[src/rtl/mi4_pkg.sv]
package mi4_pkg;

   localparam int NUM_ELEMS  = 16;
   localparam int DIGIT_BITS = 16;

   typedef struct packed {
      logic full;
      logic not_empty;
   } q_status_type;

endpackage

[src/rtl/mi4_queue.sv]
module mi4_queue #(
   parameter int DATA_WIDTH = 32
) (
   input  logic                                            clock,
   input  logic                                            reset,
   input  logic                                            push,
   input  logic [mi4_pkg::NUM_ELEMS-1:0][DATA_WIDTH-1:0]   push_matrix,
   input  logic                                            pop,
   output mi4_pkg::q_status_type                           status,
   output logic [mi4_pkg::NUM_ELEMS-1:0][DATA_WIDTH-1:0]   head
);
   import mi4_pkg::*;

   logic [NUM_ELEMS-1:0][DATA_WIDTH-1:0] mem_ff [2];
   logic                                 wr_ptr_ff;
   logic                                 rd_ptr_ff;
   logic [1:0]                           count_ff;

   assign status.full      = (count_ff == 2'd2);
   assign status.not_empty = (count_ff != 2'd0);
   assign head             = mem_ff[rd_ptr_ff];

   always_ff @(posedge clock) begin
      if (reset) begin
         wr_ptr_ff <= 1'b0;
         rd_ptr_ff <= 1'b0;
         count_ff  <= 2'd0;
      end else begin
         if (push) begin
            wr_ptr_ff <= !wr_ptr_ff;
         end
         if (pop) begin
            rd_ptr_ff <= !rd_ptr_ff;
         end
         if (push && !pop) begin
            count_ff <= count_ff + 2'd1;
         end else if (pop && !push) begin
            count_ff <= count_ff - 2'd1;
         end
      end
   end

   always_ff @(posedge clock) begin
      if (push) begin
         mem_ff[wr_ptr_ff] <= push_matrix;
      end
   end

endmodule

[config.mk]
export PLATFORM = sky130hd
export DESIGN_NAME = mi4_queue
export DESIGN_NICKNAME = d
export VERILOG_FILES = /design/src/rtl/mi4_pkg.sv /design/src/rtl/mi4_queue.sv
export SDC_FILE = /design/constraint.sdc
export NUM_CORES = 1
export LEC_CHECK = 0
export BUFFER_PORTS_ARGS = -buffer_cell sky130_fd_sc_hd__buf_4
export CORE_AREA = 2 2 406 408
export CTS_CLUSTER_SIZE = 30
export DETAILED_ROUTE_END_ITERATION = 7
export DIE_AREA = 0 0 408 410
export GPL_TIMING_DRIVEN = 0
export PLACE_DENSITY = 0.42
export SLEW_MARGIN = 25
export SYNTH_ARGS = -nofsm -noshare
export SYNTH_HDL_FRONTEND = slang
export SYNTH_SLANG_ARGS = --single-unit
[constraint.sdc]
create_clock -name clock -period 35.7 [get_ports clock]
set_input_delay 10.71 -clock clock [delete_from_list [all_inputs] [get_ports clock]]
set_output_delay 10.71 -clock clock [all_outputs]
set_load 0.1 [all_outputs]
---- Yosys cells after proc, flatten, opt, wreduce, memory -nomap -nowiden ----
Memories as Yosys holds them, arrays and structs flattened. A register that Yosys moved wholly into a read port is not among the register bits.
Cells that the tools add are included.
word-level totals
  memories ................................ 1
  memory bits (writable) .................. 1024
  flip-flop bits (word level) ............. 4
  output and inout port bits .............. 514
  input port bits ......................... 516
operators by class
  equal/unequal tests ..................... 1
  reduce and logical (&&, ||, !) cells .... 8
  add/subtract/negate cells ............... 2
  multiplexer cells ....................... 6
memory list
  name    depth  bits a word  read ports  clocked after memory_dff  wr ports  line             source
  mem_ff  2      512          1           1                         1         mi4_queue.sv:14  logic [NUM_ELEMS-1:0][DATA_WIDTH-1:0] mem_ff [2];
operators by type and width
  operator                                          number
  zero test 1 bit                                   4
  2-to-1 mux 1 bit                                  4
  2-to-1 mux 2 bit                                  2
  nonzero test 2 bit                                2
  adder 2 x 1 -> 2 bit, second input constant       1
  == test 2 bit, second input constant              1
  logical AND 1 bit                                 2
  subtractor 2 x 1 -> 2 bit, second input constant  1

---- Logic depth before layout (Yosys ltp) ----
Gate-level depths: netlist (run 1).
  depth after elaboration ................. 4
  mapped depth ............................ 5
  depth with buffers taken out ............ 5

---- Worst setup path after synthesis (run 1) ----
OpenSTA, ideal clock, no wires.
  kind .................................... input-to-reg
  start ................................... input push
  end ..................................... memory mem_ff[0][0] (netlist name) (enable)
  arrival ................................. 32660 ps
  cell stages on the path ................. 1
  library setup time ...................... 1461 ps
  setup slack ............................. 1579 ps
  cells stage by stage .................... nor2b_1
between the ends
  cells in the longest elaborated chain, start to end .. 2
RTL lines
  element                                 line             source
  start: declaration                      mi4_queue.sv:6   input logic push,
  2-to-1 mux 1 bit                        mi4_queue.sv:44  if (push) begin
  2-to-1 mux 1 bit (not written as such)  mi4_queue.sv:45  mem_ff[wr_ptr_ff] <= push_matrix;
  end: declaration                        mi4_queue.sv:14
No other way between the ends.

==> impl_metrics.toml, run 1 <==
[setup_path]
cp-end-kind = "primary output"
cp_cell_sequence = "buf_6 -> buf_6 -> clkbuf_8 -> mux2_2 -> buf_4"
worstPathArrival_ps = 2510
start_kind = "flip-flop"
crit_top_cell = "buf_6"
crit_path_max_incr_delay_ps = 400
cp_slowest_cell = "mux2_2"
worst-path-stages = 5
r2r_cells = 8
path_class = "flip-flop to primary output"
required_ps = 24990
crit_family = "buffers and inverters"
path_max_fanout = 10
crit_buf_inv = 4

[power]
pwr_density_cell_nw_per_um2 = 65.0
p_leak_uw = 0.0192
peakVddDrop_v = 0.0000452
power.total_uw = 3420

[drt]
firstDrtPassIters = 6
initialDrtViolationCount = 992
antenna_left = 0
drt-vias-per-instance = 3.90
wl_met3_um = 11300
routedLengthMet1_um = 39900
met2_length_um = 59600
top_layer = "met5"
routed_wl_um = 114000
wl_per_cell_um = 22.4
drcViolationCount = 0
vias = 19901

[layout]
final_common_cell = "buf_4"
final_cell_mix = "buf_4, edfxtp_1, mux2_2, clkbuf_16, buf_6"
area_growth_pct = 40.9
multi_input_area_um2 = 5880
final-instance-count-excl-fill = 5108
fin_nets = 3319
drive_gt1_share_pct = 62.1
final_area_um2 = 52600
n_fill_cell = 15909
register_area_um2 = 30800

[timing]
skew_ps = 24.4
relSlewSlack_pct = 71.4
rsz0062_at_grt = "no"
tns_ps = 0
fin_crit_sh_pct = 37.0
fmax_ghz = 0.0757
setup_viol = 0
tightest_slew_ps = 428
timing.final.crit_period_ps = 13220
final_max_slew_viol_count = 0
hold_viol_final = 0

[worst_hold_path]
holdPathStages = 2
hold_path_class = "flip-flop to flip-flop"

[global_routing]
antenna_found_initial = 29
grt_use_total_pct = 13.1
grt_pass1_wl_um = 158000
grt-ovfl-total = 0
grt_max_degree = 50
first_global_vias = 22051

[placement]
dp_hpwl_um = 88600
dpl_cell_area_um2 = 48900
place.gp.congestion = 0.803
port_buffers = 1029
place_inst = 4874

[clock_network]
clock_sinks = 1029
cts-buffers-inserted = 115
ctsHtreeMaxLevel = 3
post_cts_resized = 0
insertion_delay_ps = 700
cts_tree = "built"
post_cts_buffers = 0
clockBufferDepth = 3
path_clk_slew_ps = 60
cts_hold_buf = 0
cts_root_buf = "clkbuf_16"

[synthesis]
yosysSeqAreaShare_pct = 82.6
syn_nets = 2132
ys_warn_count = 0
synthesis.area_um2 = 37400
synth_cell_types = 17
synth_area_per_cell_um2 = 23.1
synthCells = 1615
synth-seq-cells = 1029

[flow_run]
cap_viol_max_count = 0

[floorplanning]
core_region_area_um2 = 163000
io_pins = 1030
die_area_um2 = 167000
start_util_pct = 22.9
fp.dieW_um = 408
fp-row-count = 149
die_y_um = 410

[outcome]
outcome = "completed"
synth_stat cells, drive strengths merged:
cell type / count / area [um^2]
edfxtp: 1024 / 30700
mux2: 512 / 5770
buf: 49 / 533
clkbuf: 8 / 110
dfxtp: 5 / 100
nor2: 4 / 15.0
nor2b: 2 / 12.5
xnor2: 2 / 17.5
xor2: 2 / 17.5
a21oi: 1 / 5.00
and2: 1 / 6.26
ha: 1 / 12.5
inv: 1 / 3.75
o21ai: 1 / 5.00
or2: 1 / 6.26
or3: 1 / 6.26
worst paths after layout:
check                                               from                       end  slack (ps)
worst max-delay path                           flip-flop                 head[309]       22480
worst min-delay path            count_ff[1]$_SDFFE_PP0P_  count_ff[1]$_SDFFE_PP0P_         500
worst max register to register    wr_ptr_ff$_SDFFE_PP0P_  mem_ff[0][293]$_DFFE_PP_       33240
worst min register to register  count_ff[1]$_SDFFE_PP0P_  count_ff[1]$_SDFFE_PP0P_         500
layout make-up:
cell class,instances,share of cell area (%)
Multi-Input combinational cell,528,11.2
Clock buffer,159,6.07
Antenna cell,19,0.0903
Inverter,1,0.00713
Sequential cell,1029,58.6
Timing Repair Buffer,1070,16.6
Tap cell,2189,5.20
Buffer,57,1.22
Clock inverter,56,1.01
routing by layer:
metal	GRT usage (%)	vias to the layer above
li1	-	8894
met1	13.2	10042
met2	23.4	778
met3	5.87	175
met4	5.50	12
met5	0	-
state kept, by name, summed over array words and instances (netlist names), named ones only:
register,cells
wr_ptr_ff,1
rd_ptr_ff,1
mem_ff,1024
count_ff,2
where the power goes:
group          internal (uW)  switching [uW]
combinational            208             636
clock                    676             476
sequential              1410            14.2
total                   2300            1130
worst register-to-register path, stage by stage, from the launching register on:
cell and delay, ps:
dfxtp_1 350, nor2b_4 390, buf_16 240, buf_16 180, buf_12 190, buf_16 210, buf_16 200, buf_16 200
buf_16 190
metrics by stage:
| step | worst slack [ps] | util, % | hold WS [ps] |
|---|---|---|---|
| floorplan | 1580 | - | 456 |
| global placement | -13320 | 29.3 | 510 |
| detailed placement | 22700 | 29.9 | 487 |
| CTS | 22290 | 32.2 | 497 |
| global route | 22330 | 32.2 | 532 |
| finish | 22480 | 32.2 | 496 |
cells by family after synthesis:
| group | count (synthesis) | synth area share (%) |
|---|---|---|
| XOR/XNOR | 4 | 0.0938 |
| flip-flops | 1029 | 82.6 |
| AND/OR/NAND/NOR | 9 | 0.124 |
| buffers and inverters | 58 | 1.73 |
| multiplexers | 512 | 15.4 |
| AO/OA/AOI/OAI | 2 | 0.0268 |
| adder cells (fa/ha/maj) | 1 | 0.0335 |
(Power assumes the default switching activity.)
==> inputs of run 2 (changes only) <==
- ABC_AREA: unset -> 1
- clock period: 35.7 -> 11.2 ns (I/O delays scaled with it)
==> impl_metrics.toml, run 2 <==
[synthesis]
yosysTopAreaCellShare_pct = 82.3
synthMuxAreaShare_pct = 15.4
synth.area.top_cells = "edfxtp_1, mux2_2, buf_6, clkbuf_8, dfxtp_1"
yosysMostFrequentCell = "edfxtp_1"
ys_warn_count = 0
synthSimpleGateAreaFrac_pct = 0.164
yosys-top-cells-count = "edfxtp_1, mux2_2, buf_6, inv_1, clkbuf_8"
async_flop_share_pct = 0
synth_cell_types = 16
synthCells = 1626
synth_ff_type = "edfxtp_1"
synthesis.area_um2 = 37400
synth_top_cell_by_area = "edfxtp_1"
synth-seq-cells = 1029
synth-compound-area-share_pct = 0.0268
synth_edf_count = 1024
synthXorXnorAreaFrac_pct = 0.0234
syn_nets = 2143
synth_adder_area_share_pct = 0.0335
synth_area_per_cell_um2 = 23.0
yosysSeqAreaShare_pct = 82.5
synth_top_family_by_area = "multiplexers"

[layout]
final_common_cell = "buf_4"
final-instance-count-excl-fill = 5117
reg_top3 = "mem_ff (1024), count_ff (2)"
area_growth_pct = 41.0
final_cell_mix = "buf_4, edfxtp_1, mux2_2, clkbuf_16, buf_6"
drive_gt1_share_pct = 62.0
utilization_pct = 32.3
top_register = "mem_ff"
fin_nets = 3341
largest_reg_flops = 1024

[setup_path]
r2r_start = "wr_ptr_ff$_SDFFE_PP0P_"
path_max_fanout = 10
cp-end-kind = "primary output"
cp_cell_sequence = "buf_6 -> buf_2 -> mux2_2 -> buf_4"
path_class = "flip-flop to primary output"
crit_buf_inv = 3
required_ps = 7840
worstPathArrival_ps = 2730
r2r_cells = 8
cp_slowest_cell = "buf_2"
crit_family = "buffers and inverters"
crit_path_max_incr_delay_ps = 650
start_kind = "flip-flop"
reg2reg_to = "mem_ff[1][1]$_DFFE_PP_"
r2r_slack_ps = 8870

[drt]
initialDrtViolationCount = 843
drcViolationCount = 0
top_layer = "met5"
wl_met3_um = 10400
firstDrtPassIters = 5
antenna_left = 0
routedLengthMet1_um = 43000
vias = 20051
routed_wl_um = 117000
wl_per_cell_um = 22.9
drt-vias-per-instance = 3.92
met2_length_um = 60600

[floorplanning]
die_y_um = 410
fp-row-count = 149
start_util_pct = 22.9
fp.dieW_um = 408
die_area_um2 = 167000
core_region_area_um2 = 163000
io_pins = 1030

[placement]
place.gp.congestion = 0.827
port_buffers = 1029
dp_hpwl_um = 90400
place_inst = 4893

[clock_network]
cts_hold_buf = 0
post_cts_resized = 0
cts-buffers-inserted = 118
cts_tree = "built"
ctsHtreeMaxLevel = 3
clock_sinks = 1029
clockBufferDepth = 3
insertion_delay_ps = 750
cts_root_buf = "clkbuf_16"
post_cts_buffers = 0
path_clk_slew_ps = 60

[timing]
final_max_slew_viol_count = 0
setup_viol = 0
fmax_ghz = 0.164
hold_viol_final = 0
rsz0062_at_grt = "no"
timing.final.crit_period_ps = 6090
relSlewSlack_pct = 49.9
fin_crit_sh_pct = 54.4
whs_ps = 536
skew_ps = 45.9
tightest_slew_ps = 752

[global_routing]
grt-ovfl-total = 0
first_global_vias = 21812
grt_pass1_wl_um = 163000
grt_use_total_pct = 13.5
antenna_found_initial = 19
grt_max_degree = 33

[flow_run]
cap_viol_max_count = 0

[worst_hold_path]
min_from = "rd_ptr_ff$_SDFFE_PP0P_"
holdPathStages = 2
hold_path_class = "flip-flop to flip-flop"

[outcome]
outcome = "completed"

[power]
peakVddDrop_v = 0.000119
pwr_density_cell_nw_per_um2 = 203
power.total_uw = 10700
p_leak_uw = 0.0192
run 2: where the power goes:
| part | internal (uW) | switching [uW] | total (uW) | leakage, uW |
|---|---|---|---|---|
| logic | 632 | 1900 | 2530 | 0.00779 |
| clock network | 2080 | 1570 | 3650 | 0.00179 |
| registers | 4470 | 39.7 | 4500 | 0.00965 |
| total | 7170 | 3510 | 10700 | 0.0192 |
run 2: worst max path at each step:
stage / endpoint / slack [ps] / depth (start not counted)
2_1_floorplan: mem_ff[1][0]$_DFFE_PP_ / -310 / 2
3_3_place_gp: mem_ff[1][201]$_DFFE_PP_ / -5970 / 3
3_5_place_dp: mem_ff[0][467]$_DFFE_PP_ / 5660 / 9
4_1_cts: head[11] / 4840 / 4
5_1_grt: head[11] / 4900 / 4
6_report: head[11] / 5110 / 4
run 2: logic make-up after synthesis:
group / count (synthesis)
xor+xnor: 1
simple gates: 15
compound gates: 2
mux: 512
fa+ha+maj: 1
buf+inv: 66
flops: 1029
run 2: through the flow:
stage	setup TNS [ps]	cell area [um^2]	setup slack (ps)
2_1_floorplan	-236910	37400	-310
6_report	0	52700	5110
4_1_cts	0	52700	4840
3_5_place_dp	0	49000	5660
5_1_grt	0	52700	4900
3_3_place_gp	-5632380	47900	-5970
run 2: layer usage:
layer,up-vias,GRT usage (%)
met5,-,0
met4,12,4.70
met3,186,5.43
met2,717,24.0
met1,10202,14.5
li1,8934,-
run 2: worst min-delay path: stages (launching register included):
cell	delay, ps
dfxtp_1	330
xnor2_1	90
nor2_1	90
run 2: final cells by class:
type	count	area (um^2)
fill	15908	111000
sequential	1029	30800
timing repair buffer	1078	8860
multi-input combinational	531	5880
clock buffer	143	3050
tap	2189	2740
clock inverter	76	644
buffer	57	643
inverter	9	50.0
antenna	5	12.5
==> inputs of run 3 (changes only) <==
- ABC_AREA: 1 -> 0
- clock period: 11.2 -> 5.38 ns (I/O delays scaled with it)
==> impl_metrics.toml, run 3 (synthesis gave the netlist of run 1 again) <==
[outcome]
outcome = "completed"

[drt]
initialDrtViolationCount = 1000
firstDrtPassIters = 5
drcViolationCount = 0
drt-vias-per-instance = 3.92
vias = 20022
antenna_left = 0
wl_per_cell_um = 23.5
routed_wl_um = 120000

[placement]
port_buffers = 1029
place.gp.congestion = 0.800
dp_hpwl_um = 93100
place_ws_ps = 1210

[timing]
final_max_slew_viol_count = 0
relSlewSlack_pct = 65.9
tns_ps = 0
whs_ps = 510
worst_slack_ps = 1270
rsz0062_at_grt = "no"
hold_viol_final = 0
setup_viol = 0
fmax_ghz = 0.243
tightest_slew_ps = 511
timing.final.crit_period_ps = 4110
skew_ps = 29.8
fin_crit_sh_pct = 76.3

[clock_network]
ctsHtreeMaxLevel = 3
post_cts_resized = 0
cts_tree = "built"
insertion_delay_ps = 750
cts-buffers-inserted = 116
cts_hold_buf = 0
clock_sinks = 1029
clockBufferDepth = 3
cts_root_buf = "clkbuf_16"
post_cts_buffers = 0
path_clk_slew_ps = 60

[setup_path]
path_class = "flip-flop to primary output"
crit_buf_inv = 4
crit_family = "buffers and inverters"
reg2reg_to = "mem_ff[0][488]$_DFFE_PP_"
worst-path-stages = 5
r2r_slack_ps = 2680
crit_top_cell = "buf_6"
cp_cell_sequence = "buf_6 -> buf_6 -> clkbuf_8 -> mux2_2 -> buf_4"
crit_path_max_incr_delay_ps = 450
required_ps = 3770
endpoint = "head[156]"
cp-end-kind = "primary output"
worstPathArrival_ps = 2490
path_max_fanout = 10
start_kind = "flip-flop"
r2r_start = "wr_ptr_ff$_SDFFE_PP0P_"
r2r_cells = 9
cp_slowest_cell = "mux2_2"

[layout]
top_register = "mem_ff"
multi_input_area_um2 = 5880
area_growth_pct = 41.3
fin_nets = 3319
largest_reg_flops = 1024
utilization_pct = 32.3
n_fill_cell = 15880
register_area_um2 = 30800
final_common_cell = "buf_4"
reg_top3 = "mem_ff (1024), count_ff (2)"
final_cell_mix = "buf_4, edfxtp_1, mux2_2, clkbuf_16, buf_6"
drive_gt1_share_pct = 62.6

[flow_run]
cap_viol_max_count = 0

[floorplanning]
die_y_um = 410
die_area_um2 = 167000
fp.dieW_um = 408
core_region_area_um2 = 163000
start_util_pct = 22.9
fp-row-count = 149
io_pins = 1030

[worst_hold_path]
hold_path_class = "flip-flop to flip-flop"
holdPathStages = 2

[power]
peakVddDrop_v = 0.000380
p_leak_uw = 0.0193
power.total_uw = 23200
pwr_density_cell_nw_per_um2 = 440

[global_routing]
first_global_vias = 21747
grt_max_degree = 48
antenna_found_initial = 48
grt_use_total_pct = 13.9
grt-ovfl-total = 0
grt_pass1_wl_um = 164000
[run 3: cell types whose count changed in the layout (fill, tap and decap cells not counted), moves of 3 or more]
| cell | previous run | this run |
|---|---|---|
| buf_12 | 28 | 18 |
| bufinv_16 | 6 | 17 |
| clkbuf_1 | 25 | 14 |
| clkinv_1 | 33 | 28 |
| clkinv_4 | 1 | 4 |
| diode_2 | 5 | 20 |
| inv_1 | 7 | 1 |
| nand2_1 | 5 | 0 |
[run 3: power by group]
part	internal, uW	total (uW)	leakage (uW)	switching (uW)
clock network	4810	8130	0.00193	3320
registers	9370	9460	0.00965	94.3
logic	1380	5630	0.00769	4250
[run 3: stage by stage]
stage | cell area [um^2] | instances
floorplan | 37400 | 1615
CTS | 52800 | 5091
detailed placement | 48800 | 4873
global route | 52800 | 5106
finish | 52800 | 5111
global placement | 47800 | 4833
[run 3: worst min-delay path by stage]
stage	startpoint	end	slack, ps
floorplan	count_ff[1]$_SDFFE_PP0P_	count_ff[1]$_SDFFE_PP0P_	460
global placement	count_ff[1]$_SDFFE_PP0P_	count_ff[1]$_SDFFE_PP0P_	510
detailed placement	count_ff[1]$_SDFFE_PP0P_	count_ff[1]$_SDFFE_PP0P_	500
CTS	count_ff[1]$_SDFFE_PP0P_	count_ff[1]$_SDFFE_PP0P_	510
global route	count_ff[1]$_SDFFE_PP0P_	count_ff[1]$_SDFFE_PP0P_	550
finish	count_ff[1]$_SDFFE_PP0P_	count_ff[1]$_SDFFE_PP0P_	510
[run 3: cell type report]
type	instances	area share (%)
sequential	1029	58.4
timing repair buffer	1069	16.5
multi-input combinational	528	11.1
clock buffer	131	5.64
tap	2189	5.19
clock inverter	87	1.84
buffer	57	1.22
antenna	20	0.0948
inverter	1	0.00711
[run 3: worst register-to-register path: stages, from the launching register on]
cell and delay (ps):
dfxtp_1 360, nor2b_4 450, buf_16 220, buf_12 200
buf_16 200, buf_12 200, buf_16 200, buf_16 200
buf_16 180, buf_16 180
[run 3: routing by layer]
layer	vias up	GRT usage, %	wire length, um
li1	8893	-	-
met1	10132	14.0	41800
met2	781	24.8	62600
met3	202	6.43	12300
met4	14	5.22	3300
met5	-	0	66
