--- config.mk ---
export PLATFORM = sky130hd
export DESIGN_NAME = mi4_front
export DESIGN_NICKNAME = d
export VERILOG_FILES = /design/src/rtl/mi4_pkg.sv /design/src/rtl/mi4_front.sv
export SDC_FILE = /design/constraint.sdc
export NUM_CORES = 1
export LEC_CHECK = 0
export BUFFER_PORTS_ARGS = -buffer_cell sky130_fd_sc_hd__buf_2
export CORE_UTILIZATION = 31
export CTS_CLUSTER_DIAMETER = 30
export DETAILED_ROUTE_END_ITERATION = 6
export HOLD_SLACK_MARGIN = 0.1
export PLACE_DENSITY = 0.6
export SYNTH_ARGS = -nofsm -noshare
export SYNTH_HDL_FRONTEND = slang
export SYNTH_SLANG_ARGS = --single-unit
--- constraint.sdc ---
create_clock -name clock -period 7.4 [get_ports clock]
set_clock_uncertainty 0.2 [all_clocks]
set_input_delay 1.48 -clock clock [delete_from_list [all_inputs] [get_ports clock]]
set_output_delay 1.48 -clock clock [all_outputs]
set_load 0.1 [all_outputs]
--- src/rtl/mi4_pkg.sv ---
package mi4_pkg;

   localparam int NUM_ELEMS  = 16;
   localparam int DIGIT_BITS = 16;

   typedef struct packed {
      logic full;
      logic not_empty;
   } q_status_type;

endpackage

--- src/rtl/mi4_front.sv ---
module mi4_front #(
   parameter int DATA_WIDTH = 32
) (
   input  logic                                            clock,
   input  logic                                            reset,
   input  logic                                            req_valid,
   output logic                                            req_ready,
   input  logic signed [DATA_WIDTH-1:0]                    req_elem_value,
   input  mi4_pkg::q_status_type                           q_status,
   output logic                                            push,
   output logic [mi4_pkg::NUM_ELEMS-1:0][DATA_WIDTH-1:0]   push_matrix
);
   import mi4_pkg::*;

   logic [3:0]            load_count_ff, load_count_in;
   logic [DATA_WIDTH-1:0] stage_ff [NUM_ELEMS-1];
   logic                  take;

   // hold the last element while the queue has no room for the matrix
   assign req_ready = !((load_count_ff == 4'(NUM_ELEMS - 1)) && q_status.full);
   assign take      = req_valid && req_ready;
   assign push      = take && (load_count_ff == 4'(NUM_ELEMS - 1));

   always_comb begin
      load_count_in = load_count_ff;
      if (take) begin
         load_count_in = load_count_ff + 4'd1;
      end
   end

   always_ff @(posedge clock) begin
      if (reset) begin
         load_count_ff <= '0;
      end else begin
         load_count_ff <= load_count_in;
      end
   end

   always_ff @(posedge clock) begin
      if (take && !push) begin
         stage_ff[load_count_ff] <= req_elem_value;
      end
   end

   always_comb begin
      for (int k = 0; k < NUM_ELEMS - 1; k++) begin
         push_matrix[k] = stage_ff[k];
      end
      push_matrix[NUM_ELEMS-1] = req_elem_value;
   end

endmodule

; After elaboration in Yosys (flattened, before gate mapping)
; Memory sizes are Yosys's and may differ from the RTL's.
; Cells that the tools add are included.
[classes]
shifts = 0
eq_ne = 1
div = 0
order_cmp = 0
mux = 2
n_reduce_logical = 6
multipliers = 0
add_sub_neg = 1
n_bitwise = 0
[ops]
columns = operator, n
row1 = "4-bit by 1-bit adder with 4-bit output, second input constant", 1
row2 = "4-bit == test, second input constant", 1
row3 = 1-bit logical AND, 4
row4 = 1-bit logical NOT, 2
row5 = 1-bit two-way mux, 2
[totals]
latch_bits = 0
mem_bits_rw = 480
memories = 1
mem_bits_ro = 0
regBits = 4
elab_cells = 12
input_bits = 37
[mem_list]
columns = memory, words, word_bits, read_ports, rd_clocked_by_memory_dff, write_ports, line_no
row1 = stage_ff, 15, 32, 15, 0, 1, mi4_front.sv:16  ; logic [DATA_WIDTH-1:0] stage_ff [NUM_ELEMS-1];

; Logic depth before layout (Yosys ltp)
; Gate-level depths: netlist of run 1.
[logic_depth]
word_depth = 9
depth_mapped = 4
depth_no_buf = 4

; Worst setup path before layout of run 1
; OpenSTA, ideal clock, no wires.
[synth_path]
kind = input to output
start = input port req_valid
end = output port push
t_arrival_ns = 3.953
slack_ns = 1.767
path_buffers = 1
required_ns = 5.720
path_stages = 3
cell_sequence = buf_2 -> nand3_1 -> nor3b_1
[synth_between]
elab_chain_len = 2
[synth_lines]
columns = element, line_no
row1 = start: declaration, mi4_front.sv:6  ; input logic req_valid,
row2 = 1-bit logical AND, mi4_front.sv:21  ; assign take = req_valid && req_ready;
row3 = 1-bit logical AND, mi4_front.sv:22  ; assign push = take && (load_count_ff == 4'(NUM_ELEMS - 1));
row4 = end: declaration, mi4_front.sv:10  ; output logic push,
; No other way between the ends.

; Worst setup path in the final report of run 1
; Same ends and word-level chain as after synthesis.

==> results of run 1 <==
==> cell type report <==
| cell class | instances | area (µm²) | share of cell area, % |
|---|---|---|---|
| clock inverters | 64 | 756 | 3.50 |
| well taps | 615 | 769 | 3.57 |
| repair buffers | 565 | 2870 | 13.3 |
| clock buffers | 101 | 2300 | 10.7 |
| inverters | 2 | 7.51 | 0.0348 |
| flip-flops and latches | 484 | 14500 | 67.2 |
| multi-input cells | 44 | 369 | 1.71 |
==> worst max-delay path, stage by stage <==
cell and delay, ps:
buf_2 190, nand3_1 120, nor3b_1 250, buf_2 480
==> metal layers <==
layer | vias to the layer above | wire, µm | GRT usage [%]
met5 | - | 0 | 0
met2 | 451 | 21300 | 27.8
li1 | 3504 | - | -
met1 | 4164 | 16700 | 20.2
met3 | 69 | 3740 | 5.85
met4 | 0 | 878 | 5.61
==> flip-flops by register name, summed over array words and instances (netlist names) <==
register	cells
load_count_ff	4
stage_ff	480
==> worst paths after layout <==
| check | end | start | slack (ps) |
|---|---|---|---|
| worst max-delay path | push | req_valid | 3200 |
| worst min-delay path | load_count_ff[0] | load_count_ff[0] | 340 |
| worst max register to register | stage_ff[5][25] | load_count_ff[2] | 4620 |
| worst min register to register | load_count_ff[0] | load_count_ff[0] | 340 |
==> synth_stat cells (2+ instances only) <==
cell / instances / area [µm²]
a21oi_1: 2 / 10.0
and2_1: 3 / 18.8
buf_4: 33 / 248
dfxtp_1: 4 / 80.1
edfxtp_1: 480 / 14400
ha_1: 4 / 50.1
inv_1: 2 / 7.51
nand2_1: 4 / 15.0
nand2b_1: 2 / 12.5
nand3_1: 3 / 15.0
nor2_1: 11 / 41.3
nor3_1: 4 / 20.0
==> metrics by stage <==
| stage | std cells | setup WS, ps | hold slack (ps) |
|---|---|---|---|
| 3_5_place_dp | 1710 | 3170 | 335 |
| 3_3_place_gp | 1710 | 3160 | 340 |
| 5_1_grt | 1875 | 3080 | 392 |
| 4_1_cts | 1875 | 3160 | 341 |
| 2_1_floorplan | 565 | 1770 | 295 |
| 6_report | 1875 | 3200 | 337 |
==> power by group through the flow <==
stage,logic [mW],registers [mW],clock network (mW)
after floorplan,0.0988,3.30,0
after global placement,0.368,3.11,0
after detailed placement,0.372,3.11,0
after CTS,0.372,3.06,4.12
after global routing,0.380,3.06,4.25
final,0.370,3.06,4.06
==> cell families (layout without fill, tap and decap cells) <==
| family | after synthesis | in the layout | synth area share (%) |
|---|---|---|---|
| buf+inv | 37 | 732 | 1.80 |
| fa+ha+maj | 4 | 4 | 0.333 |
| simple gates | 34 | 34 | 1.26 |
| mux | 1 | 1 | 0.0748 |
| compound gates | 5 | 5 | 0.233 |
| flops | 484 | 484 | 96.3 |
==> impl_metrics.toml, run 1 <==
[outcome]
outcome = "finished clean"

[power_and_ir_drop]
switching_share_pct = 22.4
p_comb_share_pct = 4.9
seqPwrFrac_pct = 40.9
p_per_area_mw_per_mm2 = 347
finalPower_mw = 7.49
p_leak_nw = 8.21
p_sw_mw = 1.68
clock_power_share_pct = 54.2
intPower_mw = 5.82
ir_drop_mv = 0.305

[hold_path]
hold_path.class = "reg -> reg"
whs_path_depth = 2

[clock_network]
clock-root-buffer = "clkbuf_16"
cts_resized = 0
ctsHtreeMaxLevel = 3
cts_buffers = 90
clockBufferDepth = 3
clk-insertion-delay-late_ps = 590
cts_sinks = 484
post_cts_buffers = 0
tritoncts = "built"
path_clk_slew_ps = 50
cts_hold_buf = 0

[sta]
rsz0062_at_grt = "no"
setup_viol = 0
report.final.slew_viol_count = 0
hold_viol_final = 0
max_freq_mhz = 238
fin_crit_ps = 4200
tightest_slew_ps = 854
post-route-period-util_pct = 56.8
final.setup.tns_ps = 0
slew_headroom_pct = 42.9

[drt]
vias_per_cell = 4.37
vias = 8188
firstDrtPassIters = 4
initialDrtViolationCount = 530
antenna_left = 0
drcViolationCount = 0
finalWirelength_um = 42600
wl_per_cell_um = 22.7

[worst_setup_path]
arrival_ps = 2520
endpoint_kind = "output port"
worstPathRequired_ps = 5720
r2r_cells = 3
cp_max_fo = 10
start_kind = "input port"
path_class = "in -> out"

[synth]
synth_ff_type = "edfxtp_1"
seq_area_frac_synth_pct = 96.3
avgSynthCellArea_um2 = 26.6
synthesis.nets = 606
synth_warnings = 0
synth_edf_count = 480
synthCells = 565
yosysUniqueCellTypes = 25
ys_ff_latch = 484
synth_area_mm2 = 0.0151
async_flop_share_pct = 0

[floorplanning]
fp-row-count = 80
fp.dieH_um = 222
die_area_mm2 = 0.0494
core-area_mm2 = 0.0478
die_w_um = 222
start_util_pct = 31.5
pin_count = 551

[place]
dp_hpwl_um = 25200
gp_congestion = 0.755
io_buffers = 549
place_area_mm2 = 0.0185

[cells_and_area]
fin_util_pct = 45.1
fillers = 4065
fin_nets = 1228
final_common_cell = "buf_2"
antenna_cells = 0
drive_gt1_share_pct = 57.8
fin_area_mm2 = 0.0216
most-common-layout-cells = "549 x buf_2, 480 x edfxtp_1, 90 x clkbuf_16, 16 x buf_4"
syn2layout_area_growth_pct = 43.3

[global_routing]
grt_usage_pct = 16.7
grt_overflow = 0
antenna_found_initial = 0
grt_pass1_vias = 8205
grt_pass1_wl_um = 58100
grt_max_degree = 33

[job]
drv_cap = 0
Note: power is estimated with default switching activity, not from simulation.
==> inputs of run 2 (changes only) <==
--- a/config.mk
+++ b/config.mk
@@ -5,6 +5,7 @@
 export SDC_FILE = /design/constraint.sdc
 export NUM_CORES = 1
 export LEC_CHECK = 0
+export ABC_AREA = 1
 export BUFFER_PORTS_ARGS = -buffer_cell sky130_fd_sc_hd__buf_2
 export CORE_UTILIZATION = 31
 export CTS_CLUSTER_DIAMETER = 30
==> constraint.sdc (replaced) <==
create_clock -name clock -period 4.1 [get_ports clock]
set_clock_uncertainty 0.2 [all_clocks]
set_input_delay 0.82 -clock clock [delete_from_list [all_inputs] [get_ports clock]]
set_output_delay 0.82 -clock clock [all_outputs]
set_load 0.1 [all_outputs]
==> impl_metrics.toml, run 2 <==
[outcome]
outcome = "finished clean"

[cells_and_area]
reg_top3 = "stage_ff x480, load_count_ff x4"
fin_nets = 1244
syn2layout_area_growth_pct = 43.7
largest_reg_flops = 480
antenna_cells = 0
fillers = 4106
top_register = "stage_ff"
regArea_mm2 = 0.0145
drive_gt1_share_pct = 57.4
most-common-layout-cells = "549 x buf_2, 480 x edfxtp_1, 89 x clkbuf_16, 17 x clkinv_2, 15 x nor2_4"
final_common_cell = "buf_2"
multi_input_area_um2 = 380

[power_and_ir_drop]
intPower_mw = 10.3
clock_power_share_pct = 53.2
p_sw_mw = 3.06
p_leak_nw = 8.24
finalPower_mw = 13.3
seqPwrFrac_pct = 41.5
p_comb_share_pct = 5.3
p_per_area_mw_per_mm2 = 616
ir_drop_mv = 0.417
switching_share_pct = 22.9

[clock_network]
path_clk_slew_ps = 40
ctsHtreeMaxLevel = 3
clk-insertion-delay-late_ps = 600
clock-root-buffer = "clkbuf_16"
tritoncts = "built"
cts_sinks = 484
clockBufferDepth = 3
post_cts_buffers = 0
cts_resized = 0
cts_hold_buf = 0
cts_buffers = 89

[global_routing]
antenna_found_initial = 2
grt_overflow = 0
grt_max_degree = 29
grt_pass1_vias = 8250
grt_usage_pct = 17.0
grt_pass1_wl_um = 58900

[synth]
synth_most_common_cell = "edfxtp_1"
ys_top_cells_by_count = "480 x edfxtp_1, 33 x buf_4, 21 x nor2_1"
synth_ff_type = "edfxtp_1"
synthCells = 578
yosysUniqueCellTypes = 15
async_flop_share_pct = 0
synth_warnings = 0
synth_edf_count = 480
avgSynthCellArea_um2 = 26.0
synth_area_leaders = "edfxtp_1 96%, buf_4 1.6%, dfxtp_1 0.53%"
synth_area_mm2 = 0.0151
synth_top_area_share_pct = 95.7
synthesis.nets = 619
yosysTopAreaCell = "edfxtp_1"
ys_ff_latch = 484
seq_area_frac_synth_pct = 96.3

[sta]
final.setup.tns_ps = 0
rsz0062_at_grt = "no"
report.final.slew_viol_count = 0
fin_crit_ps = 3090
hold_viol_final = 0
setup_viol = 0
max_freq_mhz = 323
post-route-period-util_pct = 75.4
slew_headroom_pct = 44.8
tightest_slew_ps = 826

[drt]
wl_per_cell_um = 22.9
antenna_left = 0
drcViolationCount = 0
vias_per_cell = 4.36
vias = 8231
firstDrtPassIters = 4
finalWirelength_um = 43200
initialDrtViolationCount = 545

[worst_setup_path]
arrival_ps = 2070
crit_family = "buffers and inverters"
worstPathRequired_ps = 3080
start_kind = "register"
path_class = "reg -> out"
timing.critical_path.cells = "ha_1 > nand4_4 > nand2_1 > nor2_1 > buf_2"
cp_max_fo = 10
ff2ff_setup_slack_ps = 1590
cp_num_buf_inv = 1
critPathSlowestCell = "buf_2"
slowest_delay_ps = 460
endpoint_kind = "output port"

[hold_path]
hold_path.class = "in -> reg"

[floorplanning]
die_w_um = 222
start_util_pct = 31.5
fp.dieH_um = 222
die_area_mm2 = 0.0495
core-area_mm2 = 0.0478
fp-row-count = 80
pin_count = 551

[job]
drv_cap = 0

[place]
dp_hpwl_um = 26900
gp_congestion = 0.774
io_buffers = 549
-- run 2: cell count changes after synthesis, moves of 2 or more --
cell	before	now
nor3_1	4	0
inv_1	2	7
and2_1	3	0
nand2_2	0	3
nand2_1	4	13
nor2_1	11	21
a21oi_1	2	4
nand2b_1	2	0
-- run 2: metrics by stage --
stage | utilization, % | instance area, µm² | instances | worst slack (ps) | hold slack, ps
after floorplan | - | 15100 | 578 | 593 | 323
final | 45.2 | 21600 | 1889 | 1010 | 307
after detailed placement | 39.1 | 18700 | 1727 | 1260 | 357
after CTS | 45.2 | 21600 | 1889 | 926 | 255
after global routing | 45.2 | 21600 | 1889 | 879 | 303
after global placement | 39.1 | 18700 | 1727 | 1270 | 361
-- run 2: tightest hold or removal path: stages --
cell	delay (ps)
buf_2	70
inv_1	60
nand2_1	70
nor2_1	30
-- run 2: power groups by stage --
stage	Clock, mW	Combinational, mW	Sequential (mW)
3_5_place_dp	0	0.710	5.62
3_3_place_gp	0	0.704	5.62
4_1_cts	7.21	0.711	5.53
2_1_floorplan	0	0.183	5.97
6_report	7.09	0.703	5.53
5_1_grt	7.42	0.724	5.53
-- run 2: per-layer routing --
metal / up-vias / part of all wire, % / GRT usage [%]
met4: 2 / 2.3 / 6.90
li1: 3541 / - / -
met5: - / 0.032 / 0
met2: 407 / 50 / 28.0
met1: 4216 / 41 / 21.0
met3: 65 / 7.3 / 5.18
-- run 2: cells by family (layout without fill, tap and decap cells) --
logic type | Yosys count | in the layout | synth area share, %
AOI/OAI and AO/OA | 4 | 4 | 0.133
and+or+nand+nor | 43 | 43 | 1.31
adders and majority gates | 4 | 4 | 0.332
buffers and inverters | 43 | 739 | 1.95
DFF | 484 | 484 | 96.3
-- run 2: path summary, 6_finish.rpt --
kind / startpoint / endpoint / cells after the start
max reg2reg: load_count_ff[0] / stage_ff[7][27] / 4
min reg2reg: load_count_ff[1] / load_count_ff[1] / 2
min: reset / load_count_ff[2] / 4
max: load_count_ff[0] / push / 5
-- run 2: cell type report --
type | instances | area share (%)
Inverter | 8 | 0.139
Tap cell | 615 | 3.56
Clock inverter | 61 | 3.10
Multi-Input combinational cell | 51 | 1.76
Clock buffer | 101 | 10.5
Sequential cell | 484 | 67.0
Timing Repair Buffer | 569 | 14.0
==> inputs of run 3 (changes only) <==
--- a/config.mk
+++ b/config.mk
@@ -11,7 +11,7 @@
 export CTS_CLUSTER_DIAMETER = 30
 export DETAILED_ROUTE_END_ITERATION = 6
 export HOLD_SLACK_MARGIN = 0.1
-export PLACE_DENSITY = 0.6
+export PLACE_DENSITY = 0.62
 export SYNTH_ARGS = -nofsm -noshare
 export SYNTH_HDL_FRONTEND = slang
 export SYNTH_SLANG_ARGS = --single-unit
==> constraint.sdc (replaced) <==
create_clock -name clock -period 2.6 [get_ports clock]
set_clock_uncertainty 0.2 [all_clocks]
set_input_delay 0.52 -clock clock [delete_from_list [all_inputs] [get_ports clock]]
set_output_delay 0.52 -clock clock [all_outputs]
set_load 0.1 [all_outputs]
==> impl_metrics.toml, run 3 (synthesis results as in run 2) <==
[power_and_ir_drop]
ir_drop_mv = 0.651
p_per_area_mw_per_mm2 = 942
p_leak_nw = 8.36

[place]
place_area_mm2 = 0.0187
dp_hpwl_um = 25500
gp_congestion = 0.749
io_buffers = 549
post-place-ws_ps = 423

[global_routing]
grt_max_degree = 33
grt_pass1_vias = 8215
grt_overflow = 0
grt_usage_pct = 16.6
grt_pass1_wl_um = 57600
antenna_found_initial = 0

[clock_network]
clk-insertion-delay-late_ps = 590
path_clk_slew_ps = 50
tritoncts = "built"
clock-root-buffer = "clkbuf_16"
cts_buffers = 86
clockBufferDepth = 3
ctsHtreeMaxLevel = 3
cts_sinks = 484
post_cts_buffers = 0

[cells_and_area]
top_register = "stage_ff"
fin_area_mm2 = 0.0219
fillers = 4047
most-common-layout-cells = "543 x buf_2, 480 x edfxtp_1, 87 x clkbuf_16, 31 x dlygate4sd3_1, 21 x buf_4"
syn2layout_area_growth_pct = 45.6
regArea_mm2 = 0.0145
final_common_cell = "buf_2"
fin_util_pct = 45.8
largest_reg_flops = 480
reg_top3 = "stage_ff x480, load_count_ff x4"
multi_input_area_um2 = 395
drive_gt1_share_pct = 56.3
fin_nets = 1280

[worst_setup_path]
endpoint_kind = "output port"
cp_max_fo = 16
arrival_ps = 1820
ff2ff_setup_slack_ps = 170
path_class = "in -> out"
r2r_start = "load_count_ff[1]"
r2r_end = "load_count_ff[1]"
worstPathRequired_ps = 1880
start_kind = "input port"
r2r_cells = 8

[floorplanning]
die_w_um = 222
fp-row-count = 80
core-area_mm2 = 0.0478
fp.dieH_um = 222
start_util_pct = 31.5
die_area_mm2 = 0.0495
pin_count = 551

[drt]
wl_per_cell_um = 22.2
initialDrtViolationCount = 423
antenna_left = 0
drcViolationCount = 0
finalWirelength_um = 42600
vias_per_cell = 4.37
firstDrtPassIters = 4
vias = 8404

[sta]
post-route-period-util_pct = 97.7
max_freq_mhz = 394
fin_crit_ps = 2540
setup_viol = 0
slew_headroom_pct = 64.2
finalWorstSetupSlack_ps = 60.5
rsz0062_at_grt = "no"
hold_viol_final = 0
whs_ps = 151
final.setup.tns_ps = 0
report.final.slew_viol_count = 0
tightest_slew_ps = 540

[job]
drv_cap = 0

[hold_path]
whs_path_depth = 1
min_to = "stage_ff[3][15]"
hold_start = "req_elem_value[15]"
hold_path.class = "in -> reg"

[outcome]
outcome = "finished clean"
run 3: cell count changes in the layout (fill, tap and decap cells not counted), sizes merged, moves of 4 or more:
cell and delta:
dlygate4sd3 +31, clkinv +9, clkbuf -5, inv -5, buf +4
run 3: area by class of cell:
type	count	share of cell area (%)
flip-flops and latches	484	66.1
repair buffers	608	15.5
clock buffers	92	10.0
well taps	615	3.51
clock inverters	63	2.92
multi-input cells	51	1.80
inverters	8	0.137
diodes	1	0.0114
run 3: worst max path at each step:
stage	from	endpoint	slack, ps	cells past startpoint
finish	req_elem_value[8]	push_matrix[488]	60	3
global route	req_elem_value[29]	push_matrix[509]	3	3
CTS	load_count_ff[0]	push	-50	5
detailed placement	load_count_ff[0]	push	420	5
global placement	load_count_ff[0]	push	450	5
floorplan	load_count_ff[0]	stage_ff[0][0]	-280	6
run 3: power breakdown:
group,switching (mW),internal [mW]
Clock,3.69,7.09
Combinational,1.00,0.145
Sequential,0.0257,8.70
Total,4.72,15.9
run 3: worst max-delay path, cell delays in order:
cell           delay [ps]
dlygate4sd3_1         530
buf_2                 280
buf_2                 490
run 3: what timing repair did:
item,in CTS,in global routing
hold buffers,31,0
gates cloned,0,0
gates resized for setup,5,7
endpoints found under the setup margin,2,7
endpoints found under the hold margin,385,0
run 3: layer usage:
layer  wire length, µm  vias to the layer above  track usage (%)
met2             21100                      480             27.5
li1                  -                     3615                -
met4               906                        0             6.50
met1             17100                     4235             20.6
met5                 0                        -                0
met3              3510                       74             4.55
run 3: metrics by stage:
stage                     instances  power [mW]
after floorplan                 578        9.71
after global placement         1735        9.97
after detailed placement       1735        9.98
after CTS                      1921        20.8
after global routing           1921        21.2
final                          1922        20.7
